[src/sv/cffa_pkg.sv]
`default_nettype none
// ---------------------------------------------------------------------------
// cffa_pkg
// shared types, widths and helpers of the circular first-fit slot allocator
// ---------------------------------------------------------------------------
package cffa_pkg;

    localparam int SLOT_W      = 10;
    localparam int COUNT_W     = 11;
    localparam logic [COUNT_W-1:0] COUNT_RESET = 11'd1024;
    localparam int MAX_SLOTS   = 1024;

    // occupancy words and summary words share one group size
    localparam int GRP_LG      = 5;
    localparam int GRP_W       = 1 << GRP_LG;

    typedef enum logic {
        ACT_ENTER = 1'b0,
        ACT_EXIT  = 1'b1
    } t_action;

    typedef struct packed {
        t_action             action;
        logic [SLOT_W-1:0]   slot;
    } t_cmd;

    typedef struct packed {
        logic                idle;
        logic                done;
        logic [SLOT_W-1:0]   granted_slot;
        logic                full_res;
    } t_status;

    // lowest set bit of a group word, zero when none
    function automatic logic [GRP_LG-1:0] first_set(input logic [GRP_W-1:0] v);
        logic [GRP_LG-1:0] idx;
        idx = '0;
        for (int k = GRP_W - 1; k >= 0; k--) begin
            if (v[k]) idx = GRP_LG'(k);
        end
        return idx;
    endfunction

endpackage
`default_nettype wire

[src/sv/cffa_req_if.sv]
`default_nettype none
// ---------------------------------------------------------------------------
// cffa_req_if
// request channel: enter or exit command with its slot
// ---------------------------------------------------------------------------
interface cffa_req_if;
    logic                        valid;
    logic                        ready;
    logic                        action;
    logic [cffa_pkg::SLOT_W-1:0] slot;

    modport source (output valid, output action, output slot, input ready);
    modport sink   (input valid, input action, input slot, output ready);
endinterface
`default_nettype wire

[src/sv/cffa_res_if.sv]
`default_nettype none
// ---------------------------------------------------------------------------
// cffa_res_if
// result channel: granted slot and full flag of an enter request
// ---------------------------------------------------------------------------
interface cffa_res_if;
    logic                        valid;
    logic                        ready;
    logic [cffa_pkg::SLOT_W-1:0] granted_slot;
    logic                        full_res;

    modport source (output valid, output granted_slot, output full_res, input ready);
    modport sink   (input valid, input granted_slot, input full_res, output ready);
endinterface
`default_nettype wire

[src/sv/cffa_engine.sv]
`default_nettype none
// ---------------------------------------------------------------------------
// cffa_engine
// occupancy memories and the search / update sequencer
// ---------------------------------------------------------------------------
module cffa_engine #(
    parameter int MAX_SLOTS = cffa_pkg::MAX_SLOTS
) (
    input  wire logic                          i_clk,
    input  wire logic                          i_rst_n,
    input  wire logic [cffa_pkg::COUNT_W-1:0]  i_slot_count,
    input  wire logic                          i_start,
    input  wire cffa_pkg::t_cmd                i_cmd,
    input  wire logic                          i_res_room,
    output cffa_pkg::t_status                  o_status
);

    localparam int GLG    = cffa_pkg::GRP_LG;
    localparam int GW     = cffa_pkg::GRP_W;
    localparam int BLG    = 2 * GLG;
    localparam int NWORDS = (MAX_SLOTS + GW - 1) / GW;
    localparam int LAW    = (NWORDS > 1) ? $clog2(NWORDS) : 1;
    localparam int LDEPTH = 1 << LAW;
    localparam int SAW    = (LAW > GLG) ? LAW - GLG : 1;
    localparam int SDEPTH = 1 << SAW;
    localparam int PW     = SAW + BLG + 1;
    localparam int CW     = (PW > cffa_pkg::COUNT_W) ? PW : cffa_pkg::COUNT_W;

    typedef enum logic [7:0] {
        S_CLEAR = 8'b0000_0001,
        S_IDLE  = 8'b0000_0010,
        S_SREAD = 8'b0000_0100,
        S_SPICK = 8'b0000_1000,
        S_LCHK  = 8'b0001_0000,
        S_RES   = 8'b0010_0000,
        S_EREAD = 8'b0100_0000,
        S_EWR   = 8'b1000_0000
    } t_state;

    // occupancy words (1 = free) and one summary bit per word (word has a free bit)
    logic [GW-1:0] r_leaf_mem [LDEPTH];
    logic [GW-1:0] r_sum_mem  [SDEPTH];
    logic [GW-1:0] r_ldata, r_sdata;

    t_state           r_state, n_state;
    logic [LAW-1:0]   r_clr_addr, n_clr_addr;
    logic [PW-1:0]    r_lo, n_lo;
    logic [PW-1:0]    r_hi, n_hi;
    logic [PW-1:0]    r_s, n_s;
    logic             r_wrap, n_wrap;
    logic [GLG-1:0]   r_j, n_j;
    logic [PW-1:0]    r_pick, n_pick;
    logic             r_full, n_full;

    logic             leaf_re, leaf_we, sum_re, sum_we;
    logic [LAW-1:0]   leaf_raddr, leaf_waddr;
    logic [SAW-1:0]   sum_raddr, sum_waddr;
    logic [GW-1:0]    leaf_wdata, sum_wdata;

    logic [CW-1:0]    cnt_cw, n_cw, s_cw;
    logic             s_lt_n;
    logic [PW-1:0]    hm1;
    logic [SAW-1:0]   sa_lo, hm1_sa;
    logic [LAW-1:0]   lo_wrd, hm1_wrd, cur_wrd;
    logic [GLG-1:0]   lo_j, hm1_j, lo_b, hm1_b;
    logic [GW-1:0]    smask, lmask, lmasked, lnew;
    logic             lfound;
    logic [GLG-1:0]   lbit;
    logic [SAW:0]     sa_nxt;
    logic [SAW+GLG:0] wrd_nxt;

    // effective count and start slot
    always_comb begin
        cnt_cw = CW'(i_slot_count);
        n_cw   = (cnt_cw > CW'(MAX_SLOTS)) ? CW'(MAX_SLOTS) : cnt_cw;
        s_cw   = CW'(i_cmd.slot);
        s_lt_n = s_cw < n_cw;
    end

    // position decode of the current search window
    always_comb begin
        hm1     = r_hi - PW'(1);
        sa_lo   = SAW'(r_lo >> BLG);
        hm1_sa  = SAW'(hm1 >> BLG);
        lo_wrd  = LAW'(r_lo >> GLG);
        hm1_wrd = LAW'(hm1 >> GLG);
        lo_j    = r_lo[BLG-1:GLG];
        hm1_j   = hm1[BLG-1:GLG];
        lo_b    = r_lo[GLG-1:0];
        hm1_b   = hm1[GLG-1:0];
        cur_wrd = LAW'({sa_lo, r_j});
        sa_nxt  = {1'b0, sa_lo} + (SAW+1)'(1);
        wrd_nxt = {1'b0, sa_lo, r_j} + (SAW+GLG+1)'(1);

        smask = {GW{1'b1}} << lo_j;
        if (hm1_sa == sa_lo) smask = smask & ({GW{1'b1}} >> (GLG'(GW - 1) - hm1_j));

        lmask = {GW{1'b1}};
        if (cur_wrd == lo_wrd)  lmask = lmask & ({GW{1'b1}} << lo_b);
        if (cur_wrd == hm1_wrd) lmask = lmask & ({GW{1'b1}} >> (GLG'(GW - 1) - hm1_b));
        lmasked = r_ldata & lmask;
        lfound  = |lmasked;
        lbit    = cffa_pkg::first_set(lmasked);
        lnew    = r_ldata & ~(GW'(1) << lbit);
    end

    always_comb begin
        n_state    = r_state;
        n_clr_addr = r_clr_addr;
        n_lo       = r_lo;
        n_hi       = r_hi;
        n_s        = r_s;
        n_wrap     = r_wrap;
        n_j        = r_j;
        n_pick     = r_pick;
        n_full     = r_full;
        leaf_re    = 1'b0;
        leaf_we    = 1'b0;
        sum_re     = 1'b0;
        sum_we     = 1'b0;
        leaf_raddr = lo_wrd;
        leaf_waddr = cur_wrd;
        leaf_wdata = lnew;
        sum_raddr  = sa_lo;
        sum_waddr  = sa_lo;
        sum_wdata  = r_sdata;

        unique case (r_state)
            S_CLEAR: begin
                leaf_we    = 1'b1;
                leaf_waddr = r_clr_addr;
                leaf_wdata = {GW{1'b1}};
                sum_we     = 1'b1;
                sum_waddr  = r_clr_addr[SAW-1:0];
                sum_wdata  = {GW{1'b1}};
                n_clr_addr = r_clr_addr + LAW'(1);
                if (r_clr_addr == {LAW{1'b1}}) n_state = S_IDLE;
            end
            S_IDLE: begin
                if (i_start) begin
                    n_full = 1'b0;
                    n_s    = PW'(s_cw);
                    if (i_cmd.action == cffa_pkg::ACT_EXIT) begin
                        n_lo = PW'(s_cw);
                        if (s_lt_n) n_state = S_EREAD;
                    end else begin
                        n_hi    = PW'(n_cw);
                        n_state = S_SREAD;
                        if (s_lt_n) begin
                            n_lo   = PW'(s_cw);
                            n_wrap = (s_cw != '0);
                        end else begin
                            n_lo   = '0;
                            n_wrap = 1'b0;
                        end
                    end
                end
            end
            S_SREAD: begin
                if (r_lo < r_hi) begin
                    sum_re  = 1'b1;
                    n_state = S_SPICK;
                end else if (r_wrap) begin
                    // second pass over the slots below the preferred one
                    n_lo   = '0;
                    n_hi   = r_s;
                    n_wrap = 1'b0;
                end else begin
                    n_full  = 1'b1;
                    n_pick  = '0;
                    n_state = S_RES;
                end
            end
            S_SPICK: begin
                if (|(r_sdata & smask)) begin
                    n_j        = cffa_pkg::first_set(r_sdata & smask);
                    leaf_re    = 1'b1;
                    leaf_raddr = LAW'({sa_lo, cffa_pkg::first_set(r_sdata & smask)});
                    n_state    = S_LCHK;
                end else begin
                    n_lo    = {sa_nxt, {BLG{1'b0}}};
                    n_state = S_SREAD;
                end
            end
            S_LCHK: begin
                if (lfound) begin
                    leaf_we            = 1'b1;
                    sum_we             = 1'b1;
                    sum_wdata          = r_sdata;
                    sum_wdata[r_j]     = |lnew;
                    n_pick             = PW'({sa_lo, r_j, lbit});
                    n_state            = S_RES;
                end else begin
                    // free bits of this word lie outside the window
                    n_lo    = {wrd_nxt, {GLG{1'b0}}};
                    n_state = S_SREAD;
                end
            end
            S_RES: begin
                if (i_res_room) n_state = S_IDLE;
            end
            S_EREAD: begin
                leaf_re = 1'b1;
                sum_re  = 1'b1;
                n_state = S_EWR;
            end
            S_EWR: begin
                leaf_we    = 1'b1;
                leaf_waddr = lo_wrd;
                leaf_wdata = r_ldata | (GW'(1) << lo_b);
                sum_we     = 1'b1;
                sum_wdata  = r_sdata | (GW'(1) << lo_j);
                n_state    = S_IDLE;
            end
            default: n_state = S_CLEAR;
        endcase
    end

    always_ff @(posedge i_clk) begin
        if (!i_rst_n) begin
            r_state    <= S_CLEAR;
            r_clr_addr <= '0;
            r_wrap     <= 1'b0;
            r_full     <= 1'b0;
        end else begin
            r_state    <= n_state;
            r_clr_addr <= n_clr_addr;
            r_wrap     <= n_wrap;
            r_full     <= n_full;
        end
    end

    always_ff @(posedge i_clk) begin
        r_lo   <= n_lo;
        r_hi   <= n_hi;
        r_s    <= n_s;
        r_j    <= n_j;
        r_pick <= n_pick;
    end

    always_ff @(posedge i_clk) begin
        if (leaf_we) r_leaf_mem[leaf_waddr] <= leaf_wdata;
        if (leaf_re) r_ldata <= r_leaf_mem[leaf_raddr];
    end

    always_ff @(posedge i_clk) begin
        if (sum_we) r_sum_mem[sum_waddr] <= sum_wdata;
        if (sum_re) r_sdata <= r_sum_mem[sum_raddr];
    end

    always_comb begin
        o_status.idle         = (r_state == S_IDLE);
        o_status.done         = (r_state == S_RES) && i_res_room;
        o_status.granted_slot = cffa_pkg::SLOT_W'(r_pick);
        o_status.full_res     = r_full;
    end

    a_no_rw_overlap: assert property (@(posedge i_clk) disable iff (!i_rst_n)
        !(leaf_re && leaf_we) && !(sum_re && sum_we))
        else $error("memory read and write in the same cycle");

    a_pick_window: assert property (@(posedge i_clk) disable iff (!i_rst_n)
        (r_state == S_SPICK) |-> (r_lo < r_hi))
        else $error("summary pick with an empty window");

    a_one_bit_taken: assert property (@(posedge i_clk) disable iff (!i_rst_n)
        (r_state == S_LCHK && lfound) |-> ($countones(r_ldata ^ leaf_wdata) == 1))
        else $error("grant changed other than one occupancy bit");

    a_grant_result: assert property (@(posedge i_clk) disable iff (!i_rst_n)
        (r_state == S_LCHK && lfound) |=> (r_state == S_RES && !r_full))
        else $error("grant did not reach the result state");

    a_start_idle: assert property (@(posedge i_clk) disable iff (!i_rst_n)
        i_start |-> (r_state == S_IDLE))
        else $error("request started while busy");

endmodule
`default_nettype wire

[src/sv/circular_first_free_slot_allocator_top.sv]
`default_nettype none
// ---------------------------------------------------------------------------
// circular_first_free_slot_allocator_top
// circular first-fit slot allocator with a request and a result channel
// ---------------------------------------------------------------------------
// Keeps one free bit per slot; the first slot_count slots are in use and all
// are free after reset. An enter request takes the first free slot at or after
// its preferred slot, wrapping to slot 0, and returns it; with no free slot it
// returns full_res=1 and slot 0 and changes nothing. An exit request frees its
// slot and returns nothing; exits at or beyond the count are dropped. Requests
// are taken one at a time. The free bits sit in a word memory (32 slots per
// word) with a summary memory holding one "word has a free slot" bit per word,
// both with registered reads. An enter runs S_SREAD (read a summary word),
// S_SPICK (pick a word, read it), S_LCHK (check and write both back) and
// S_RES, which waits for room in the result register. A probed word whose
// free bits lie outside the search window goes back to S_SREAD, a summary
// word with nothing in the window moves on to the next summary word, and the
// wrap restarts the search at slot 0; a zero count goes straight to a full
// result. An exit reads both words in S_EREAD and writes them back in S_EWR;
// a dropped exit leaves the sequencer idle. After reset a clearing pass of one
// memory word a cycle (32 words at 1024 slots) runs before the first request
// is taken; slot_count may be written meanwhile. The result register lets the
// next request enter while a result is still waiting.
// ---------------------------------------------------------------------------
module circular_first_free_slot_allocator_top #(
    parameter int MAX_SLOTS = cffa_pkg::MAX_SLOTS
) (
    input  wire logic                          i_clk,
    input  wire logic                          i_rst_n,
    input  wire logic                          i_cfg_we,
    input  wire logic [cffa_pkg::COUNT_W-1:0]  i_cfg_wdata,
    cffa_req_if.sink                           i_req,
    cffa_res_if.source                         o_res
);

    // slot count register; the user writes it only while idle, the block does not enforce it
    logic [cffa_pkg::COUNT_W-1:0] r_slot_count;

    // result register
    logic                         r_out_valid, n_out_valid;
    logic [cffa_pkg::SLOT_W-1:0]  r_granted, n_granted;
    logic                         r_full_res, n_full_res;

    cffa_pkg::t_cmd               cmd;
    cffa_pkg::t_status            status;
    logic                         start;
    logic                         res_room;

    always_ff @(posedge i_clk) begin
        if (!i_rst_n) begin
            r_slot_count <= cffa_pkg::COUNT_RESET;
        end else if (i_cfg_we) begin
            r_slot_count <= i_cfg_wdata;
        end
    end

    // request side: accept only while the sequencer is idle
    assign i_req.ready = status.idle;
    assign start       = i_req.valid && status.idle;
    assign cmd.action  = cffa_pkg::t_action'(i_req.action);
    assign cmd.slot    = i_req.slot;

    // room for a new result when the register is empty or being drained
    assign res_room = !r_out_valid || o_res.ready;

    cffa_engine #(
        .MAX_SLOTS (MAX_SLOTS)
    ) u_engine (
        .i_clk        (i_clk),
        .i_rst_n      (i_rst_n),
        .i_slot_count (r_slot_count),
        .i_start      (start),
        .i_cmd        (cmd),
        .i_res_room   (res_room),
        .o_status     (status)
    );

    always_comb begin
        n_out_valid = r_out_valid;
        n_granted   = r_granted;
        n_full_res  = r_full_res;
        priority if (status.done) begin
            n_out_valid = 1'b1;
            n_granted   = status.granted_slot;
            n_full_res  = status.full_res;
        end else if (o_res.ready) begin
            n_out_valid = 1'b0;
        end
    end

    always_ff @(posedge i_clk) begin
        if (!i_rst_n) begin
            r_out_valid <= 1'b0;
        end else begin
            r_out_valid <= n_out_valid;
        end
    end

    always_ff @(posedge i_clk) begin
        r_granted  <= n_granted;
        r_full_res <= n_full_res;
    end

    assign o_res.valid        = r_out_valid;
    assign o_res.granted_slot = r_granted;
    assign o_res.full_res     = r_full_res;

endmodule
`default_nettype wire

[src/flat_wrapper.sv]
// flat-port wrapper written by rule: the top's interface ports become plain ports
module circular_first_free_slot_allocator_top_flat 
#(
    parameter int MAX_SLOTS = cffa_pkg::MAX_SLOTS
)
  (i_clk, i_rst_n, i_cfg_we, i_cfg_wdata, i_req_valid, i_req_action, i_req_slot, i_req_ready, o_res_valid, o_res_granted_slot, o_res_full_res, o_res_ready);
  cffa_req_if i_req_i ();
  cffa_res_if o_res_i ();
  input  wire logic i_clk;
  input  wire logic i_rst_n;
  input  wire logic i_cfg_we;
  input  wire logic [cffa_pkg::COUNT_W-1:0] i_cfg_wdata;
  input wire logic [$bits(i_req_i.valid)-1:0] i_req_valid;
  input wire logic [$bits(i_req_i.action)-1:0] i_req_action;
  input wire logic [$bits(i_req_i.slot)-1:0] i_req_slot;
  output wire logic [$bits(i_req_i.ready)-1:0] i_req_ready;
  output wire logic [$bits(o_res_i.valid)-1:0] o_res_valid;
  output wire logic [$bits(o_res_i.granted_slot)-1:0] o_res_granted_slot;
  output wire logic [$bits(o_res_i.full_res)-1:0] o_res_full_res;
  input wire logic [$bits(o_res_i.ready)-1:0] o_res_ready;
  assign i_req_i.valid = i_req_valid;
  assign i_req_i.action = i_req_action;
  assign i_req_i.slot = i_req_slot;
  assign i_req_ready = i_req_i.ready;
  assign o_res_valid = o_res_i.valid;
  assign o_res_granted_slot = o_res_i.granted_slot;
  assign o_res_full_res = o_res_i.full_res;
  assign o_res_i.ready = o_res_ready;
  circular_first_free_slot_allocator_top #(.MAX_SLOTS(MAX_SLOTS)) u_core (.i_clk(i_clk), .i_rst_n(i_rst_n), .i_cfg_we(i_cfg_we), .i_cfg_wdata(i_cfg_wdata), .i_req(i_req_i), .o_res(o_res_i));
endmodule
[config.mk]
export PLATFORM = sky130hd
export DESIGN_NAME = circular_first_free_slot_allocator_top_flat
export DESIGN_NICKNAME = d
export VERILOG_FILES = /design/src/sv/cffa_pkg.sv /design/src/sv/cffa_req_if.sv /design/src/sv/cffa_res_if.sv /design/src/sv/cffa_engine.sv /design/src/sv/circular_first_free_slot_allocator_top.sv /design/src/flat_wrapper.sv
export SDC_FILE = /design/constraint.sdc
export NUM_CORES = 2
export LEC_CHECK = 0
export ABC_CLOCK_PERIOD_IN_PS = 7300
export BUFFER_PORTS_ARGS = -buffer_cell sky130_fd_sc_hd__buf_2
export CAP_MARGIN = 20
export CORE_MARGIN = 2
export CORE_UTILIZATION = 33
export CTS_BUF_LIST = sky130_fd_sc_hd__clkbuf_4
export DETAILED_ROUTE_END_ITERATION = 10
export GPL_ROUTABILITY_DRIVEN = 1
export SLEW_MARGIN = 10
export SYNTH_ARGS = -nofsm -noshare
export SYNTH_HDL_FRONTEND = slang
export SYNTH_SLANG_ARGS = --single-unit
[constraint.sdc]
create_clock -name i_clk -period 7.3 [get_ports i_clk]
set_input_delay 1.095 -clock i_clk [delete_from_list [all_inputs] [get_ports i_clk]]
set_output_delay 1.095 -clock i_clk [all_outputs]
set_load 0.05 [all_outputs]
# Word level (Yosys, flattened, before mapping)
# Memories as Yosys holds them, arrays and structs flattened. A register that Yosys moved wholly into a read port is not among the register bits.
# Cells that the tools add are included.
dict set report totals {
  regBits 87
  latchBits 0
  ram_bits 1088
  rom_bits 0
  inputBits 27
  output_inout_bits 13
  word_cells 211
  n_memories 2
}
dict set report classes {
  add_sub_neg 6
  n_mul 0
  div_mod_pow 0
  order_cmp 5
  n_eq_ne 24
  shift 7
  muxes 124
  bitwise 8
  reduce_logical 22
}
# name words width read_ports rd_clocked_by_memory_dff write_ports line_no
set memory_table {}
lappend memory_table {u_core.u_engine.r_leaf_mem 32 32 1 1 1 cffa_engine.sv:41} ;# logic [GW-1:0] r_leaf_mem [LDEPTH];
lappend memory_table {u_core.u_engine.r_sum_mem 2 32 1 1 1 cffa_engine.sv:42} ;# logic [GW-1:0] r_sum_mem [SDEPTH];
# operator count
set op_table {}
lappend op_table {{two-way mux 5 bit} 67}
lappend op_table {{AND 32 bit} 5}
lappend op_table {{two-way mux 32 bit} 4}
lappend op_table {{two-way mux 12 bit} 9}
lappend op_table {{one-hot mux 32 bit (3 select lines)} 1}
lappend op_table {{OR reduction 32 bit} 3}
lappend op_table {{<< shifter 1 x 5 -> 32 bit (first input constant)} 3}
lappend op_table {{bitwise OR 32 bit} 2}
lappend op_table {{one-hot mux 32 bit (2 select lines)} 1}
lappend op_table {{one-hot mux 8 bit (8 select lines)} 1}
lappend op_table {{<< shifter 32 x 5 -> 32 bit (first input constant)} 2}
lappend op_table {{right shift 32 x 5 -> 32 bit (first input constant)} 2}
lappend op_table {{two-way mux 8 bit} 7}
lappend op_table {{two-way mux 10 bit} 5}
lappend op_table {{one-hot mux 12 bit (4 select lines)} 1}
lappend op_table {{bitwise mux 32 bit} 1}
lappend op_table {{NOT 32 bit} 1}
lappend op_table {{one-hot mux 12 bit (2 select lines)} 1}
lappend op_table {{one-hot mux 10 bit (2 select lines)} 1}
lappend op_table {{!= test 2 bit (second input constant)} 9}
lappend op_table {{two-way mux 1 bit} 16}
lappend op_table {{less-than comparator 12 bit} 1}
lappend op_table {{AND reduction 4 bit} 3}
lappend op_table {{nonzero test 12 bit} 1}
lappend op_table {{37 further kinds} 49}

# Depth between registers and ports, before layout
dict set report logic_depth {
  depth_word 45
  ltp_mapped 21
  mapped_depth_nobuf 16
}

# Modules after synthesis
# A second synthesis with hierarchy kept.
dict set report unflattened {
  hier_cells 3829
  area_unflattened_um2 54302.1
}
# module instances cells_per_inst area_per_inst_um2
set by_module_without_submodules {}
lappend by_module_without_submodules {cffa_engine 1 3778 53516.3}
lappend by_module_without_submodules {circular_first_free_slot_allocator_top 1 51 785.8}

# Least setup slack after synthesis
# Ideal clock, no wire load.
dict set report synth_path {
  path_kind {register to register}
  start {register u_core.u_engine.r_hi[5]}
  end {memory u_core.u_engine.r_leaf_mem[0][6] (netlist bit) (data pin)}
  setup_ns 0.454
  arrival_ns 5.216
  setup_slack_ns 1.630
  stages_incl_launch_ff 17
  n_path_buf 4
  cell_sequence {edfxtp_1 -> buf_2 -> or4_4 -> nor3_2 -> xnor3_1 -> or2_1 -> buf_2 -> or3_1 -> buf_2 -> a221o_1 -> or4b_1 -> o21ai_4 -> or2_2 -> clkbuf_1 -> or3_1 -> nor2_1 -> o21ai_0}
}
dict set report synth_via {
  elab_chain_len 40
}
# element line_no
set synth_rtl {}
lappend synth_rtl {{start: declaration} cffa_engine.sv:48} ;# logic [PW-1:0] r_hi, n_hi;
lappend synth_rtl {{start signal: assignment} cffa_engine.sv:235} ;# r_hi <= n_hi;
lappend synth_rtl {{subtractor 11 x 1 -> 11 bit *} cffa_engine.sv:82} ;# hm1 = r_hi - PW'(1);
lappend synth_rtl {{== test 5 bit *} cffa_engine.sv:100} ;# if (cur_wrd == hm1_wrd) lmask = lmask & ({GW{1'b1}} >> (GLG'(GW - 1) - hm1_b));
lappend synth_rtl {{two-way mux 32 bit *} cffa_engine.sv:100}
lappend synth_rtl {{AND 32 bit *} cffa_engine.sv:101} ;# lmasked = r_ldata & lmask;
lappend synth_rtl {{two-way mux 5 bit (31 in series)} cffa_pkg.sv:39} ;# if (v[k]) idx = GRP_LG'(k);
lappend synth_rtl {{two-way mux 5 bit *} cffa_pkg.sv:39}
lappend synth_rtl {{<< shifter 1 x 5 -> 32 bit *} cffa_engine.sv:104} ;# lnew = r_ldata & ~(GW'(1) << lbit);
lappend synth_rtl {{NOT 32 bit *} cffa_engine.sv:104}
lappend synth_rtl {{AND 32 bit *} cffa_engine.sv:104}
lappend synth_rtl {{one-hot mux 32 bit (2 select lines) *} cffa_engine.sv:128} ;# unique case (r_state)
lappend synth_rtl {{named net u_core.u_engine.leaf_wdata[6]} cffa_engine.sv:58} ;# logic [GW-1:0] leaf_wdata, sum_wdata;
lappend synth_rtl {{end: declaration} cffa_engine.sv:41}
# Mark *: on every way through the listed nets, which the timed path passes. The rest lies on a longest branch.

# Final worst setup path
dict set report layout_path {
  start {register u_core.u_engine.r_hi[0]}
  end {register u_core.u_engine.r_ldata[21] (read register of u_core.u_engine.r_leaf_mem) (data pin)}
}
dict set report layout_via {
  elab_chain_len 40
  word_cells_on_any_way 44
}
# element line_no
set layout_rtl {}
lappend layout_rtl {{subtractor 11 x 1 -> 11 bit *} cffa_engine.sv:82}
lappend layout_rtl {{subtractor 5 bit} cffa_engine.sv:96} ;# if (hm1_sa == sa_lo) smask = smask & ({GW{1'b1}} >> (GLG'(GW - 1) - hm1_j));
lappend layout_rtl {{right shift 32 x 5 -> 32 bit} cffa_engine.sv:96}
lappend layout_rtl {{AND 32 bit} cffa_engine.sv:96}
lappend layout_rtl {{two-way mux 32 bit *} cffa_engine.sv:96}
lappend layout_rtl {{AND 32 bit *} {cffa_engine.sv:175, cffa_engine.sv:178}}
lappend layout_rtl {{two-way mux 5 bit (32 in series)} cffa_pkg.sv:39}
lappend layout_rtl {{two-way mux 5 bit} cffa_engine.sv:175} ;# if (|(r_sdata & smask)) begin
lappend layout_rtl {{two-way mux 5 bit} cffa_engine.sv:128}
lappend layout_rtl {{end: declaration} cffa_engine.sv:43} ;# logic [GW-1:0] r_ldata, r_sdata;
# Every way passes the cells marked *; elsewhere a longest branch is shown, timed or not.
# A chain may end at the register's enable or synchronous reset.

==> flow_summary.ini <==
[run_status]
outcome = finished clean

[timing]
fmax_ghz = 0.1486
slew_headroom_pct = 26.39
fin_hold_ws_ns = 0.1140
setup_viol = 0
clock_skew_ns = 0.1436
hold_viol = 0
fin_setup_tns_ns = 0
post-route-period-util_pct = 92.21
fin_crit_ns = 6.732
rsz0062_at_grt = false
worst_pin_slew_ns = 1.101
drv_slew = 0

[cells_and_area]
design_area_um2 = 61840
seq_area_um2 = 36910
multi_input_area_um2 = 16430
nets = 4701
synthToLayoutAreaGrowth_pct = 14.19
drive_gt1_share_pct = 17.85
nFillCells = 15640

[synth]
syn_inst = 4371
syn-cell-area_um2 = 54150
synth_compound_area_share_pct = 11.34
synthMuxAreaShare_pct = 2.507
ys.flop_type = edfxtp_1
syn_avg_cell_area_um2 = 12.39
synth_seq_cells = 1238
synth-simple-area-share_pct = 14.58
syn-num-nets = 4426
synth-seq-area-share_pct = 68.15
synth_xor_area_share_pct = 0.4621
yosysUniqueCellTypes = 95
synth_top_cell_area_share_pct = 67.15
synth_top_family_by_area = simple AND/OR/NAND/NOR gates
synth_top_area_cell = edfxtp_1
ys_top_cells_by_count = edfxtp_1, nand2_1, nand3_1
yosysMostFrequentCell = edfxtp_1
async_reset_ff_share_pct = 0
synth_fa_ha_area_share_pct = 0.6654
ys_warn_count = 0
synth-edff-count = 1211
synth.area.top_cells = edfxtp_1, nand2_1, nand3_1

[clocking]
cts.sinks = 1238
cts_repair_resize_count = 0
cts_root_buffer = clkbuf_4
cts_max_path_buffers = 4
post-cts-setup-buffers = 0
ctsHoldBuffers = 0
cts_made_buffers = 327
cts_max_level = 5
path_clk_slew_ns = 0.07
insertion_delay_ns = 1.30
cts_tree = built

[route]
wl_per_cell_um = 25.32
drc_errors = 0
vias_per_cell = 5.647
ant_nets = 0
vias = 39600
drt_iter0_drc = 5095
drt_pass1_iterations = 8
wl_mm = 177.6

[die]
die_height_um = 409.1
start_util_pct = 33.27
io_pins = 40
die_width_um = 409.1
num_rows = 148
die-area_um2 = 167400
core_region_area_um2 = 162800

[setup_path]
worstSetupStartpointType = flip-flop
worstPathMaxFanout = 32
crit_required_ns = 8.29
reg2reg_setup_slack_ns = 0.57
critPathKind = flip-flop to flip-flop
cp.arrival_ns = 7.72
endpoint_kind = flip-flop

[grt]
grt_util_met3_pct = 4.872
grt_pass1_wl_mm = 257.3
met2_usage_pct = 31.24
antenna_found_initial = 3
first_global_vias = 37790
grt_usage_pct = 20.70
top_usage_layer = met2
grt_max_degree = 95
grt_util_met1_pct = 28.57
grt_remaining_overflow = 0

[job]
maxCapViolCount = 0

[power]
finalPower_uw = 14370
p_leak_uw = 0.01953
ir_drop_uv = 240.1
powerDensity_nw_per_um2 = 232.4

[placement]
place_congestion = 0.9292
place_area_um2 = 58060
dp_hpwl_mm = 102.0
port_buffers = 39

[worst_hold_path]
worstHoldPathType = input pin to flip-flop
[cells in the final DEF, fill, tap and decap left out, types with 12 or more instances in the layout]
cell type	Yosys	routed
inv_1	30	30
o21ai_2	0	12
ha_1	28	27
or2_2	20	20
o22ai_1	22	22
nor3_1	53	51
xnor2_1	21	21
nand3_1	271	271
a31oi_1	45	44
a22oi_1	46	46
nand2b_1	43	41
o21ai_0	147	135
or3_1	20	20
a21o_1	19	19
o2111ai_1	31	31
nor2b_1	14	12
nand3b_1	40	40
dfxtp_1	27	27
clkinv_1	1	42
nor2_4	0	32
nor4_1	42	42
a32oi_1	94	93
buf_2	53	39
o211ai_1	27	27
and2_1	29	27
mux2_2	42	42
a2bb2oi_1	33	33
o21a_1	14	14
nand2_1	912	908
mux2i_1	87	87
clkbuf_4	0	464
edfxtp_1	1211	1211
a211oi_1	27	27
o31ai_1	46	46
buf_12	0	25
and3_1	39	39
buf_4	2	160
nor2_1	174	141
nand4_1	48	48
a21oi_1	220	220
[power breakdown]
part | switching, uW | leakage, uW | total, uW | internal (uW)
clock network | 2760 | 0.00227 | 5680 | 2920
registers | 23.3 | 0.00959 | 8010 | 7990
logic | 558 | 0.00768 | 679 | 121
total | 3340 | 0.0195 | 14400 | 11000
[worst paths after layout]
kind                                                start                            to  depth (start not counted)
worst max-delay path              u_core.u_engine.r_hi[0]   u_core.u_engine.r_ldata[21]                         16
worst min-delay path                      i_cfg_wdata[10]       u_core.r_slot_count[10]                          3
worst max register to register    u_core.u_engine.r_hi[0]   u_core.u_engine.r_ldata[21]                         16
worst min register to register  u_core.u_engine.r_pick[3]  u_core.o_res.granted_slot[3]                          0
[through the flow]
stage                     utilization [%]  std cells  setup WS (ns)
final                               37.99       7013         0.5684
after global routing                37.99       7013         0.2266
after CTS                           37.96       7009         0.5695
after detailed placement            35.67       6490         0.5950
after global placement              35.67       6490         0.7035
after floorplan                         -       4371          1.630
[sequential cells by signal, summed over array words and instances, names as in the netlist]
register and flops:
u_core.u_engine.r_sdata 32, u_core.u_engine.r_hi 11, u_core.u_engine.r_full 1, u_core.u_engine.r_leaf_mem 1024, u_core.o_res.valid 1, u_core.o_res.granted_slot 10, u_core.u_engine.r_sum_mem 64, u_core.u_engine.r_lo 12
u_core.u_engine.r_ldata 32, u_core.u_engine.r_s 10, u_core.u_engine.r_wrap 1, u_core.u_engine.r_state 8, u_core.o_res.full_res 1, u_core.r_slot_count 11, u_core.u_engine.cur_wrd 5, u_core.u_engine.r_clr_addr 5
u_core.u_engine.r_pick 10
[critical path: stages (launching register included)]
cell and delay, ns:
edfxtp_1 0.51, nor2_1 0.51, a21o_1 0.41, nand2_1 0.21, maj3_1 0.40, o31ai_1 0.43, o21ai_0 0.31, or4_1 0.65
o31ai_2 0.44, buf_4 0.27, inv_1 0.17, mux2i_2 0.58, nand2b_2 0.26, buf_12 0.28, a2bb2oi_1 0.24, nand4_1 0.17
nor4_1 0.65
[metal layers]
metal	up-vias	wire length (um)
li1	17330	-
met5	-	0
met2	2285	79170
met4	0	6136
met3	392	18660
met1	19590	73580
[kinds of logic after synthesis]
family                     Yosys count
AOI/OAI and AO/OA                  898
DFF                               1238
muxes                              130
xor gates and xnor gates            27
adders and majority gates           29
and+or+nand+nor                   1739
buffers and inverters              310
[area by class of cell]
| type | count | share of cell area (%) |
|---|---|---|
| antenna | 2 | 0.008094 |
| clock buffer | 464 | 5.633 |
| clock inverter | 55 | 0.4006 |
| inverter | 31 | 0.1882 |
| multi-input combinational | 2823 | 26.58 |
| sequential | 1238 | 59.68 |
| tap | 2175 | 4.401 |
| timing repair buffer | 225 | 3.112 |
(Power assumes the default switching activity.)
